File: src/hdl/fse_pkg.sv
`timescale 1ns / 1ps
// ----------------------------------------------------------------------------
// fse_pkg: shared types and constants of the format string expander
// Character codes, digit unit constants and the digit unit result word.
// ----------------------------------------------------------------------------
package fse_pkg;

    // Width of the argument field on the input channel
    localparam int ARG_W         = 32;
    localparam int ARG_WIDTH_DEF = 32;

    // Digit store depth and the width of its counter
    localparam int DIGIT_SLOTS = 10;
    localparam int CNT_W       = 4;
    localparam int DIG_W       = 4;

    // Reciprocal of ten for a 32-bit dividend: q = (x * RECIP) >> RECIP_SHIFT
    localparam logic [ARG_W-1:0] RECIP       = 32'hCCCC_CCCD;
    localparam int               RECIP_SHIFT = 35;
    localparam int               HEX_SHIFT   = 4;

    // Character codes
    localparam logic [7:0] CH_NUL   = 8'h00;
    localparam logic [7:0] CH_PCT   = 8'h25;
    localparam logic [7:0] CH_MINUS = 8'h2D;
    localparam logic [7:0] CH_0     = 8'h30;
    localparam logic [7:0] CH_DU    = 8'h44;
    localparam logic [7:0] CH_IU    = 8'h49;
    localparam logic [7:0] CH_XU    = 8'h58;
    localparam logic [7:0] CH_A     = 8'h61;
    localparam logic [7:0] CH_D     = 8'h64;
    localparam logic [7:0] CH_I     = 8'h69;
    localparam logic [7:0] CH_X     = 8'h78;

    // One step of the digit unit: next quotient and the digit peeled off
    typedef struct packed {
        logic [ARG_W-1:0] quot;
        logic [DIG_W-1:0] digit;
    } t_div_res;

    function automatic logic [7:0] digit_char(input logic [DIG_W-1:0] d);
        logic [7:0] dx;
        dx = {{(8-DIG_W){1'b0}}, d};
        if (d < DIG_W'(10)) begin
            return CH_0 + dx;
        end
        return CH_A + dx - 8'd10;
    endfunction

endpackage

File: src/hdl/fse_digit_unit.sv
`timescale 1ns / 1ps
// ----------------------------------------------------------------------------
// fse_digit_unit: shared divide-by-radix unit
// Peels one digit off a magnitude: radix 16 by shift, radix 10 by a
// registered reciprocal multiply followed by a narrow remainder correction.
// ----------------------------------------------------------------------------
module fse_digit_unit
    import fse_pkg::*;
(
    input  logic             i_clk,
    input  logic [ARG_W-1:0] i_mag,
    input  logic             i_hex,
    output t_div_res         o_res
);

    logic [2*ARG_W-1:0] r_prod;
    logic [ARG_W-1:0]   w_q_dec;
    logic [DIG_W-1:0]   w_q10_low;

    // Product is valid the cycle after the magnitude settles
    always_ff @(posedge i_clk) begin
        r_prod <= (2*ARG_W)'(i_mag) * (2*ARG_W)'(RECIP);
    end

    assign w_q_dec   = ARG_W'(r_prod[2*ARG_W-1:RECIP_SHIFT]);
    // Low bits of q * 10 = (q << 3) + (q << 1); the remainder stays below ten
    assign w_q10_low = {w_q_dec[0], 3'b000} + {w_q_dec[2:0], 1'b0};

    always_comb begin
        if (i_hex) begin
            o_res.quot  = i_mag >> HEX_SHIFT;
            o_res.digit = i_mag[DIG_W-1:0];
        end else begin
            o_res.quot  = w_q_dec;
            o_res.digit = i_mag[DIG_W-1:0] - w_q10_low;
        end
    end

endmodule

File: src/hdl/format_string_expander_top.sv
`timescale 1ns / 1ps
// ----------------------------------------------------------------------------
// format_string_expander_top: minimal printf-style formatter
// Takes one format byte with an argument word per input word and emits the
// resulting text bytes, flagging the last byte caused by each input word.
// ----------------------------------------------------------------------------
// Literal bytes, the terminating zero and "%%" are presented on the output
// the cycle after they are accepted; a '%' in literal mode emits nothing. A
// decimal conversion is accepted (emitting '-' when negative), then peels
// each digit off in the shared digit unit (reciprocal multiply, then
// correction) and then emits the digits, up to ten of them. A hex conversion
// emits "0x", extracts each digit by shift and then emits the digits. The
// input is stalled while a conversion runs and whenever the output register
// is full and stalled; output stalls hold the sequencer in its emitting
// steps.
// ----------------------------------------------------------------------------
module format_string_expander_top
    import fse_pkg::*;
#(
    parameter int ARG_WIDTH = ARG_WIDTH_DEF
) (
    input  logic             i_clk,
    input  logic             i_rst_n,
    // input channel
    input  logic             i_in_valid,
    output logic             o_in_stall,
    input  logic [7:0]       i_format_char,
    input  logic [ARG_W-1:0] i_arg_value,
    // output channel
    output logic             o_out_valid,
    input  logic             i_out_stall,
    output logic [7:0]       o_out_char,
    output logic             o_last_of_run
);

    // Only the low bits of the field carry the argument; beyond the field
    // width the argument is zero-extended and never negative.
    localparam int          EFF_W     = (ARG_WIDTH < ARG_W) ? ARG_WIDTH : ARG_W;
    localparam bit          SIGNED_OK = (ARG_WIDTH <= ARG_W);
    localparam logic [63:0] MASK64    = (64'd1 << EFF_W) - 64'd1;

    typedef enum logic [4:0] {
        S_IDLE = 5'b00001,
        S_PFX  = 5'b00010,
        S_MUL  = 5'b00100,
        S_REM  = 5'b01000,
        S_EMIT = 5'b10000
    } t_state;

    typedef enum logic [2:0] {
        K_NUL,
        K_PCT,
        K_DEC,
        K_HEX,
        K_OTHER
    } t_kind;

    t_state             r_state, n_state;
    logic               r_escape, n_escape;
    logic               r_hex, n_hex;
    logic [ARG_W-1:0]   r_mag, n_mag;
    logic [CNT_W-1:0]   r_count, n_count;
    logic [DIG_W-1:0]   r_digits [0:DIGIT_SLOTS-1];
    logic               r_out_valid, n_out_valid;
    logic [7:0]         r_out_char, n_out_char;
    logic               r_out_last, n_out_last;

    t_kind              w_kind;
    t_div_res           w_div;
    logic [ARG_W-1:0]   w_mask;
    logic [ARG_W-1:0]   w_raw;
    logic [ARG_W-1:0]   w_neg_mag;
    logic               w_neg;
    logic               w_out_free;
    logic               w_in_acc;
    logic [CNT_W-1:0]   w_rd_idx;

    // ---- argument conditioning ----
    assign w_mask    = MASK64[ARG_W-1:0];
    assign w_raw     = i_arg_value & w_mask;
    assign w_neg     = SIGNED_OK && w_raw[EFF_W-1];
    assign w_neg_mag = (ARG_W'(0) - w_raw) & w_mask;

    // ---- handshakes ----
    // The output register is free when empty or being taken this cycle.
    assign w_out_free = !r_out_valid || !i_out_stall;
    assign o_in_stall = !((r_state == S_IDLE) && w_out_free);
    assign w_in_acc   = i_in_valid && !o_in_stall;

    assign o_out_valid   = r_out_valid;
    assign o_out_char    = r_out_char;
    assign o_last_of_run = r_out_last;

    // Emit digits most significant first: the top written slot.
    assign w_rd_idx = r_count - CNT_W'(1);

    // ---- format byte decode ----
    always_comb begin
        unique case (i_format_char) inside
            CH_NUL:                  w_kind = K_NUL;
            CH_PCT:                  w_kind = K_PCT;
            CH_D, CH_DU, CH_I, CH_IU: w_kind = K_DEC;
            CH_X, CH_XU:             w_kind = K_HEX;
            default:                 w_kind = K_OTHER;
        endcase
    end

    // ---- shared digit unit ----
    fse_digit_unit u_digit (
        .i_clk (i_clk),
        .i_mag (r_mag),
        .i_hex (r_hex),
        .o_res (w_div)
    );

    // ---- sequencer ----
    always_comb begin
        n_state     = r_state;
        n_escape    = r_escape;
        n_hex       = r_hex;
        n_mag       = r_mag;
        n_count     = r_count;
        // drop the held word once it has been taken
        n_out_valid = r_out_valid && i_out_stall;
        n_out_char  = r_out_char;
        n_out_last  = r_out_last;

        unique case (r_state)
            S_IDLE: begin
                if (w_in_acc) begin
                    if (w_kind == K_NUL) begin
                        // terminating zero, whatever the mode
                        n_out_valid = 1'b1;
                        n_out_char  = CH_NUL;
                        n_out_last  = 1'b1;
                        n_escape    = 1'b0;
                    end else if (!r_escape) begin
                        if (w_kind == K_PCT) begin
                            n_escape = 1'b1;
                        end else begin
                            n_out_valid = 1'b1;
                            n_out_char  = i_format_char;
                            n_out_last  = 1'b1;
                        end
                    end else begin
                        n_escape = 1'b0;
                        case (w_kind)
                            K_PCT: begin
                                n_out_valid = 1'b1;
                                n_out_char  = CH_PCT;
                                n_out_last  = 1'b1;
                            end
                            K_DEC: begin
                                n_hex   = 1'b0;
                                n_count = '0;
                                n_mag   = w_neg ? w_neg_mag : w_raw;
                                n_state = S_MUL;
                                if (w_neg) begin
                                    n_out_valid = 1'b1;
                                    n_out_char  = CH_MINUS;
                                    n_out_last  = 1'b0;
                                end
                            end
                            K_HEX: begin
                                n_hex       = 1'b1;
                                n_count     = '0;
                                n_mag       = w_raw;
                                n_state     = S_PFX;
                                n_out_valid = 1'b1;
                                n_out_char  = CH_0;
                                n_out_last  = 1'b0;
                            end
                            default: begin
                                // unknown escape: emit nothing
                            end
                        endcase
                    end
                end
            end
            S_PFX: begin
                if (w_out_free) begin
                    n_out_valid = 1'b1;
                    n_out_char  = CH_X;
                    n_out_last  = 1'b0;
                    n_state     = S_REM;
                end
            end
            S_MUL: begin
                // wait for the reciprocal product
                n_state = S_REM;
            end
            S_REM: begin
                n_mag   = w_div.quot;
                n_count = r_count + CNT_W'(1);
                if ((w_div.quot == '0) || (r_count == CNT_W'(DIGIT_SLOTS - 1))) begin
                    n_state = S_EMIT;
                end else if (r_hex) begin
                    n_state = S_REM;
                end else begin
                    n_state = S_MUL;
                end
            end
            S_EMIT: begin
                if (w_out_free) begin
                    n_out_valid = 1'b1;
                    n_out_char  = digit_char(r_digits[w_rd_idx]);
                    n_out_last  = (r_count == CNT_W'(1));
                    n_count     = r_count - CNT_W'(1);
                    if (r_count == CNT_W'(1)) begin
                        n_state = S_IDLE;
                    end
                end
            end
            default: begin
                n_state = S_IDLE;
            end
        endcase
    end

    always_ff @(posedge i_clk) begin
        if (!i_rst_n) begin
            r_state     <= S_IDLE;
            r_escape    <= 1'b0;
            r_hex       <= 1'b0;
            r_count     <= '0;
            r_out_valid <= 1'b0;
        end else begin
            r_state     <= n_state;
            r_escape    <= n_escape;
            r_hex       <= n_hex;
            r_count     <= n_count;
            r_out_valid <= n_out_valid;
        end
    end

    // Payload registers: no reset
    always_ff @(posedge i_clk) begin
        r_mag      <= n_mag;
        r_out_char <= n_out_char;
        r_out_last <= n_out_last;
    end

    // Digit store, least significant digit first
    always_ff @(posedge i_clk) begin
        if (r_state == S_REM) begin
            r_digits[r_count] <= w_div.digit;
        end
    end

`ifndef SYNTHESIS
    // Emission only runs over written slots
    a_emit_count: assert property (@(posedge i_clk) disable iff (!i_rst_n)
        (r_state == S_EMIT) |-> (r_count != '0) && (r_count <= CNT_W'(DIGIT_SLOTS)))
        else $error("digit emission with an empty or overfull store");

    // The reciprocal correction must yield a decimal digit
    a_dec_digit: assert property (@(posedge i_clk) disable iff (!i_rst_n)
        ((r_state == S_REM) && !r_hex) |-> (w_div.digit < DIG_W'(10)))
        else $error("decimal remainder out of range");

    // The multiply step belongs to decimal conversion only
    a_mul_dec: assert property (@(posedge i_clk) disable iff (!i_rst_n)
        (r_state == S_MUL) |-> !r_hex)
        else $error("multiply step during hex conversion");

    // A final byte is only ever held once the sequencer is back at rest
    a_last_idle: assert property (@(posedge i_clk) disable iff (!i_rst_n)
        (r_out_valid && r_out_last) |-> (r_state == S_IDLE))
        else $error("last byte held while a conversion is running");
`endif

endmodule
File: config.mk
export PLATFORM = sky130hd
export DESIGN_NAME = format_string_expander_top
export DESIGN_NICKNAME = d
export VERILOG_FILES = /design/src/hdl/fse_pkg.sv /design/src/hdl/fse_digit_unit.sv /design/src/hdl/format_string_expander_top.sv
export SDC_FILE = /design/constraint.sdc
export NUM_CORES = 1
export LEC_CHECK = 0
export BUFFER_PORTS_ARGS = -buffer_cell sky130_fd_sc_hd__buf_2
export CORE_MARGIN = 2
export CORE_UTILIZATION = 65
export CTS_BUF_LIST = sky130_fd_sc_hd__clkbuf_2
export DETAILED_ROUTE_END_ITERATION = 8
export PLACE_DENSITY = 0.87
export SYNTH_ARGS = -nofsm -noshare
export SYNTH_HDL_FRONTEND = slang
export SYNTH_SLANG_ARGS = --single-unit
File: constraint.sdc
create_clock -name i_clk -period 16.2 [get_ports i_clk]
set_input_delay 3.24 -clock i_clk [delete_from_list [all_inputs] [get_ports i_clk]]
set_output_delay 3.24 -clock i_clk [all_outputs]
set_load 0.1 [all_outputs]
==> results of run 1 <==
## how the worst max path moves through the flow
stage                          to  cells past startpoint  slack, ns
3_5_place_dp   u_digit.r_prod[62]                     22       8.01
5_1_grt        u_digit.r_prod[62]                     24       7.65
4_1_cts        u_digit.r_prod[62]                     21       7.93
3_3_place_gp   u_digit.r_prod[62]                     21       7.98
6_report       u_digit.r_prod[62]                     21       7.83
2_1_floorplan          o_in_stall                      2       8.90
## flip-flops by register name, indices dropped and copies added (netlist names)
register and cells:
r_hex 1, r_digits 40, u_digit.r_prod 29, r_mag 32, r_state 5, o_out_char 8
o_last_of_run 1, r_count 4, o_out_valid 1, r_escape 1
## per-stage QoR
step	power [W]	area [µm²]	worst slack, ns	instances	hold slack [ns]
floorplan	0.000400	22500	8.90	2185	0.533
global placement	0.000422	23300	7.98	2663	0.548
detailed placement	0.000425	23300	8.01	2663	0.547
CTS	0.000637	23600	7.93	2695	0.583
global route	0.000659	23600	7.65	2695	0.621
finish	0.000639	23600	7.83	2695	0.583
## per-layer routing
metal  wire [µm]  GRT usage (%)  up-vias  share of wire (%)
met4        4050           19.0        0                6.3
met2       31200           63.2      740                 49
met3        4300           5.01      178                6.7
met1       24600           47.2     8088                 38
li1            -              -     7165                  -
met5           0              0        -                  0
## final cells by class
cell class / count / area [µm²]
Clock buffer: 20 / 100
Clock inverter: 12 / 173
Fill cell: 2681 / 10800
Inverter: 532 / 2000
Multi-Input combinational cell: 1493 / 17100
Sequential cell: 122 / 3250
Tap cell: 455 / 569
Timing Repair Buffer: 61 / 323
## synth_stat cells, types with 12 or more instances
master,number
a21o_1,44
a21oi_1,87
and2_1,13
and3_1,19
clkbuf_1,28
dfxtp_1,41
edfxtp_1,81
fa_1,386
ha_1,356
inv_1,532
mux2i_1,34
nand2_1,92
nand3_1,21
nand4_1,18
nor2_1,70
nor3_1,19
nor4_1,12
o21ai_0,44
o21ai_1,16
xnor2_1,60
xor2_1,54
## placed cells by master, fill, tap and decap left out, drive strengths merged, types with 5 or more instances in the layout
master	instances
nand2	93
mux2i	34
fa	386
inv	533
nor3b	5
ha	356
o41ai	5
and3	20
nand2b	7
o21ai	60
clkbuf	20
nor2b	11
and2	13
buf	61
o31ai	7
edfxtp	81
a211oi	9
o21a	9
nor3	19
nor4	14
nor2	70
o22ai	5
or3	6
a21o	44
o211ai	6
xnor2	60
dfxtp	41
mux4	8
xor2	54
nand3	21
a21oi	88
nand4	19
a31oi	8
## cell families (layout without fill, tap and decap cells)
logic type | count (synthesis) | in the layout | synth area share (%)
fa+ha+maj | 742 | 742 | 54.0
buf+inv | 570 | 625 | 9.52
compound gates | 281 | 281 | 8.13
flops | 122 | 122 | 14.4
simple gates | 310 | 310 | 6.95
xor+xnor | 114 | 114 | 4.43
mux | 46 | 46 | 2.51
## power groups by stage
| stage | Combinational [W] | Sequential, W | Clock, W |
|---|---|---|---|
| after floorplan | 0.0000417 | 0.000358 | 0 |
| after global placement | 0.0000785 | 0.000343 | 0 |
| after detailed placement | 0.0000810 | 0.000344 | 0 |
| after CTS | 0.0000811 | 0.000337 | 0.000219 |
| after global routing | 0.0000876 | 0.000337 | 0.000234 |
| final | 0.0000822 | 0.000337 | 0.000220 |
## worst register-to-register path, cell delays in order (launching register included)
cell,delay [ns]
edfxtp_1,0.65
ha_1,0.61
xor2_1,0.69
xor2_1,0.20
fa_1,0.64
fa_1,0.50
fa_1,0.54
fa_1,0.43
fa_1,0.49
inv_1,0.05
fa_1,0.48
inv_1,0.05
ha_1,0.31
and3_4,0.17
a221oi_2,0.32
o221ai_2,0.21
a2111oi_2,0.32
a31oi_1,0.36
a41oi_1,0.63
o21ai_1,0.25
nand2_1,0.14
mux2i_1,0.24
==> results_dict.tcl, run 1 <==
set metrics [dict create \
    synth_top_area_share_pct 34.3 \
    core_area_um2 34400 \
    clkTransAtPathRegs_ns 0.19 \
    start_util_pct 65.6 \
    grt_pass1_vias 17400 \
    clock_path_buffers 2 \
    r2r-end "u_digit.r_prod[62]" \
    antenna_found_initial 0 \
    nNetsFinal 3013 \
    ys_ff_latch 122 \
    io_buffers 54 \
    hpwl_mm 56.3 \
    crit_chain "ha_1 -> xor2_1 -> xor2_1 -> fa_1 -> fa_1 -> fa_1 -> fa_1 -> fa_1 -> inv_1 -> fa_1 -> inv_1 -> ha_1 -> and3_4 -> a221oi_2 -> o221ai_2 -> a2111oi_2 -> a31oi_1 -> a41oi_1 -> o21ai_1 -> nand2_1 -> mux2i_1" \
    crit_buf_inv 2 \
    viasPerCell 6.00 \
    pwr-share-comb_pct 12.9 \
    min_period_over_period_pct 51.7 \
    status "finished, final reports clean" \
    gp_congestion 1.14 \
    cp_common_cell "fa_1" \
    drv_slew 0 \
    path_class "flop to flop" \
    cp-start-kind "flop" \
    min_to "r_state[1]" \
    power.density_nw_per_um2 27.1 \
    max_freq_ghz 0.119 \
    num_vias 16200 \
    r2r_setup_slack_ns 7.83 \
    cts_tree "done" \
    drt-initial-drc-count 1296 \
    period_needed_ns 8.37 \
    placementRows 68 \
    hold_depth 2 \
    rr_worst_depth 21 \
    grt_use_total_pct 37.3 \
    drc 0 \
    vdd_ir_drop_max_mv 0.0444 \
    die_area_um2 36200 \
    critical_path.endpoint_type "flop" \
    worst_r2r_startpoint "r_mag[2]" \
    p_leak_nw 11.9 \
    yosysSeqAreaShare_pct 14.4 \
    hold_viol 0 \
    antenna_cells 0 \
    post_cts_buffers 0 \
    p_int_w 0.000463 \
    syn-num-nets 2971 \
    synthTopCellsByArea "fa_1, ha_1, edfxtp_1" \
    worstSetupStartpoint "r_mag[2]" \
    utilization_pct 68.5 \
    cts_hold_buf 0 \
    switching_share_pct 27.5 \
    ioPinCount 55 \
    synth_edf_count 81 \
    synth.distinct_cells 78 \
    die_y_um 190 \
    setup_viol 0 \
    drive_gt1_share_pct 5.49 \
    fin_skew_ns 0.0528 \
    drv_cap 0 \
    max_slew_margin_pct 16.9 \
    clockRootBuffer "clkbuf_2" \
    cts_inserted_buffers 17 \
    antenna_left 0 \
    firstDrtPassIters 8 \
    gr-total-overflow 0 \
    cts_resized 0 \
    synth_ff_type "edfxtp_1" \
    syn_to_final_growth_pct 4.51 \
    hold_start "o_out_valid" \
    power_switching_w 0.000176 \
    postSynthCellCount 2185 \
    syn_area_um2 22500 \
    cp_slowest_cell "xor2_1" \
    worst_ep_required_time_ns 16.78 \
    max_stage_delay_ns 0.69 \
    synth_top_area_cell "fa_1" \
    grt_max_degree 45 \
    rsz0062_at_grt "false" \
    clkLatencyLatePin_ns 0.68 \
    worstPathArrival_ns 8.96 \
    power_frac_clock_pct 34.4 \
    die_x_um 190 \
    path_delay_family "adder cells" \
    wl_mm 64.1 \
    synth_warnings 0 \
    grt_pass1_wl_mm 99.6 \
    final.setup.tns_ns 0 \
    wire_per_inst_um 23.8 \
    tightest_slew_ns 1.23 \
    min_path_type "flop to flop" \
    cts_htree_levels 4 \
    cts_sinks 122 \
    sequentialPowerShare_pct 52.7 \
    synthArstFlopShare_pct 0 \
    path_max_fanout 9 \
    syn_area_per_cell_um2 10.3 \
]
Power figures use the tool's default switching activity.
==> inputs of run 2 (changes only) <==
--- a/config.mk
+++ b/config.mk
@@ -5,12 +5,13 @@
 export SDC_FILE = /design/constraint.sdc
 export NUM_CORES = 1
 export LEC_CHECK = 0
+export ABC_AREA = 1
 export BUFFER_PORTS_ARGS = -buffer_cell sky130_fd_sc_hd__buf_2
 export CORE_MARGIN = 2
-export CORE_UTILIZATION = 65
+export CORE_UTILIZATION = 61
 export CTS_BUF_LIST = sky130_fd_sc_hd__clkbuf_2
 export DETAILED_ROUTE_END_ITERATION = 8
-export PLACE_DENSITY = 0.87
+export PLACE_DENSITY = 0.86
 export SYNTH_ARGS = -nofsm -noshare
 export SYNTH_HDL_FRONTEND = slang
 export SYNTH_SLANG_ARGS = --single-unit
==> constraint.sdc (replaced) <==
create_clock -name i_clk -period 7.5 [get_ports i_clk]
set_input_delay 1.5 -clock i_clk [delete_from_list [all_inputs] [get_ports i_clk]]
set_output_delay 1.5 -clock i_clk [all_outputs]
set_load 0.1 [all_outputs]
==> run 2 against run 1 <==
Critical path depth grew 3. Flip-flop and latch count is the same. Synthesized cell count grew 37%. Register-to-register slack lost 7.4 ns. Hold slack lost 0.048 ns. Highest routed layer unchanged. Clock skew grew 0.025 ns. Via count grew 28%. Utilization shrank 3.2 points. Maximum frequency grew 19%. Worst setup slack lost 7.4 ns. Wire length grew 26%. Non-clock buffer count grew 29.
==> results_dict.tcl, run 2 <==
set metrics [dict create \
    start_util_pct 62.1 \
    status "finished, final reports clean" \
    worstPathArrival_ns 7.70 \
    die_area_um2 42300 \
    antenna_found_initial 1 \
    firstDrtPassIters 7 \
    wire_per_inst_um 22.3 \
    rsz0062_at_grt "false" \
    grt_use_total_pct 39.8 \
    wl_mm 80.5 \
    setup_viol 0 \
    synth_top_area_cell "fa_1" \
    postSynthCellCount 2987 \
    synthTopCellsByCount "inv_1, nand2_1, fa_1" \
    io_buffers 54 \
    tightest_slew_ns 1.22 \
    cts_inserted_buffers 17 \
    fillers 3473 \
    nNetsFinal 3853 \
    ioPinCount 55 \
    placementRows 73 \
    clkTransAtPathRegs_ns 0.24 \
    die_x_um 206 \
    post_cts_buffers 0 \
    die_y_um 206 \
    largest-register "r_digits" \
    final_common_cell "inv_1" \
    cts_tree "done" \
    path_max_fanout 6 \
    cts_hold_buf 0 \
    critical_path.endpoint_type "flop" \
    drt-initial-drc-count 2018 \
    synth_edf_count 81 \
    synth_top_area_share_pct 31.2 \
    synth.distinct_cells 52 \
    yosysMostFrequentCell "inv_1" \
    clkLatencyLatePin_ns 0.81 \
    synthArstFlopShare_pct 0 \
    min_path_type "flop to flop" \
    min_period_over_period_pct 93.8 \
    path_class "flop to flop" \
    final.setup.tns_ns 0 \
    core_area_um2 39900 \
    drv_cap 0 \
    drc 0 \
    hold_viol 0 \
    antenna_left 0 \
    endpoint "u_digit.r_prod[39]" \
    num_vias 20700 \
    rr_worst_depth 24 \
    r2r_setup_slack_ns 0.46 \
    gp_congestion 1.05 \
    largest_reg_flops 40 \
    max_slew_margin_pct 17.6 \
    cts_htree_levels 4 \
    r2r-end "u_digit.r_prod[39]" \
    drv_slew 0 \
    cts_sinks 122 \
    fin_skew_ns 0.0781 \
    syn_to_final_growth_pct 5.18 \
    grt_max_degree 49 \
    yosysSeqAreaShare_pct 13.1 \
    gr-total-overflow 0 \
    worst_ep_required_time_ns 8.16 \
    grt_pass1_wl_mm 123 \
    worstSetupStartpoint "r_mag[19]" \
    worst_r2r_startpoint "r_mag[19]" \
    synth_ff_type "edfxtp_1" \
    clockRootBuffer "clkbuf_2" \
    synth_warnings 0 \
    drive_gt1_share_pct 5.52 \
    final_cell_mix "inv_1, nand2_1, fa_1" \
    clock_path_buffers 2 \
    max_freq_ghz 0.142 \
    cts_resized 0 \
    syn-num-nets 3773 \
    syn_area_per_cell_um2 8.30 \
    grt_pass1_vias 21100 \
    viasPerCell 5.73 \
    hpwl_mm 71.1 \
    synthTopCellsByArea "fa_1, ha_1, inv_1" \
    cp-start-kind "flop" \
    syn_area_um2 24800 \
    reg_top3 "r_digits (40), r_mag (32), u_digit.r_prod (29)" \
    period_needed_ns 7.04 \
    ys_ff_latch 122 \
]
==> run 2: cell types whose count changed after synthesis, moves of 32 or more <==
cell | previous run | this run
nand2_1 | 92 | 553
inv_1 | 532 | 757
nor2_1 | 70 | 204
nand3_1 | 21 | 115
xnor2_1 | 60 | 15
a21o_1 | 44 | 12
o21ai_0 | 44 | 76
==> run 2: kinds of logic (layout without fill, tap and decap cells) <==
family	after synthesis	after routing	share of synthesized area, %
other cells	0	1	0
fa+ha+maj	742	742	49.1
simple gates	976	976	16.6
compound gates	276	276	6.21
mux	3	3	0.121
flops	122	122	13.1
xor+xnor	70	70	2.47
buf+inv	798	891	12.3
==> run 2: routing by layer <==
metal / vias up / global-route usage, % / wire length (µm) / share of wire, %
li1: 9337 / - / - / -
met1: 10000 / 53.0 / 31800 / 40
met2: 1084 / 62.5 / 36100 / 45
met3: 236 / 6.29 / 7170 / 8.9
met4: 0 / 21.9 / 5410 / 6.7
met5: - / 0 / 0 / 0
==> run 2: how the worst min path moves through the flow <==
| stage | depth (start not counted) | startpoint | slack (ns) | endpoint |
|---|---|---|---|---|
| 6_report | 2 | r_state[1] | 0.54 | r_state[1] |
| 5_1_grt | 2 | r_state[1] | 0.56 | r_state[1] |
| 4_1_cts | 2 | r_state[1] | 0.53 | r_state[1] |
| 3_5_place_dp | 2 | r_state[1] | 0.50 | r_state[1] |
| 3_3_place_gp | 2 | r_state[4] | 0.48 | r_state[4] |
| 2_1_floorplan | 2 | r_state[4] | 0.47 | r_state[4] |
==> run 2: final cells by class <==
class | instances | area, µm² | share of cell area [%]
Tap cell | 525 | 657 | 2.52
Sequential cell | 122 | 3250 | 12.5
Clock inverter | 15 | 151 | 0.581
Antenna cell | 1 | 2.50 | 0.00960
Clock buffer | 17 | 85.1 | 0.326
Inverter | 769 | 2890 | 11.1
Multi-Input combinational cell | 2067 | 18500 | 70.9
Timing Repair Buffer | 90 | 541 | 2.07
==> run 2: stage by stage <==
| stage | worst slack (ns) | hold WS (ns) | instances | instance area (µm²) | util, % |
|---|---|---|---|---|---|
| floorplan | 1.51 | 0.469 | 2987 | 24800 | - |
| global placement | 0.507 | 0.478 | 3573 | 25800 | 64.7 |
| detailed placement | 0.525 | 0.505 | 3573 | 25800 | 64.7 |
| CTS | 0.496 | 0.530 | 3605 | 26100 | 65.3 |
| global route | 0.168 | 0.565 | 3606 | 26100 | 65.3 |
| finish | 0.462 | 0.535 | 3606 | 26100 | 65.3 |
==> run 2: critical path: stages, from the launching register on <==
cell,delay [ns]
edfxtp_1,0.79
ha_1,0.47
inv_1,0.19
fa_1,0.57
inv_1,0.06
fa_1,0.53
inv_1,0.07
fa_1,0.49
inv_1,0.05
fa_1,0.55
fa_1,0.43
fa_1,0.50
inv_1,0.05
fa_1,0.47
inv_1,0.04
ha_1,0.40
nand2_1,0.14
nor2_1,0.19
inv_1,0.08
nor2_1,0.27
nand2_1,0.17
a21oi_1,0.19
nor2_1,0.06
nand2_1,0.06
nand2_1,0.11
Power of run 2 is left out: the tool's default activity adds up to more than one toggle a clock period on the data nets, which glitch-free logic cannot reach.
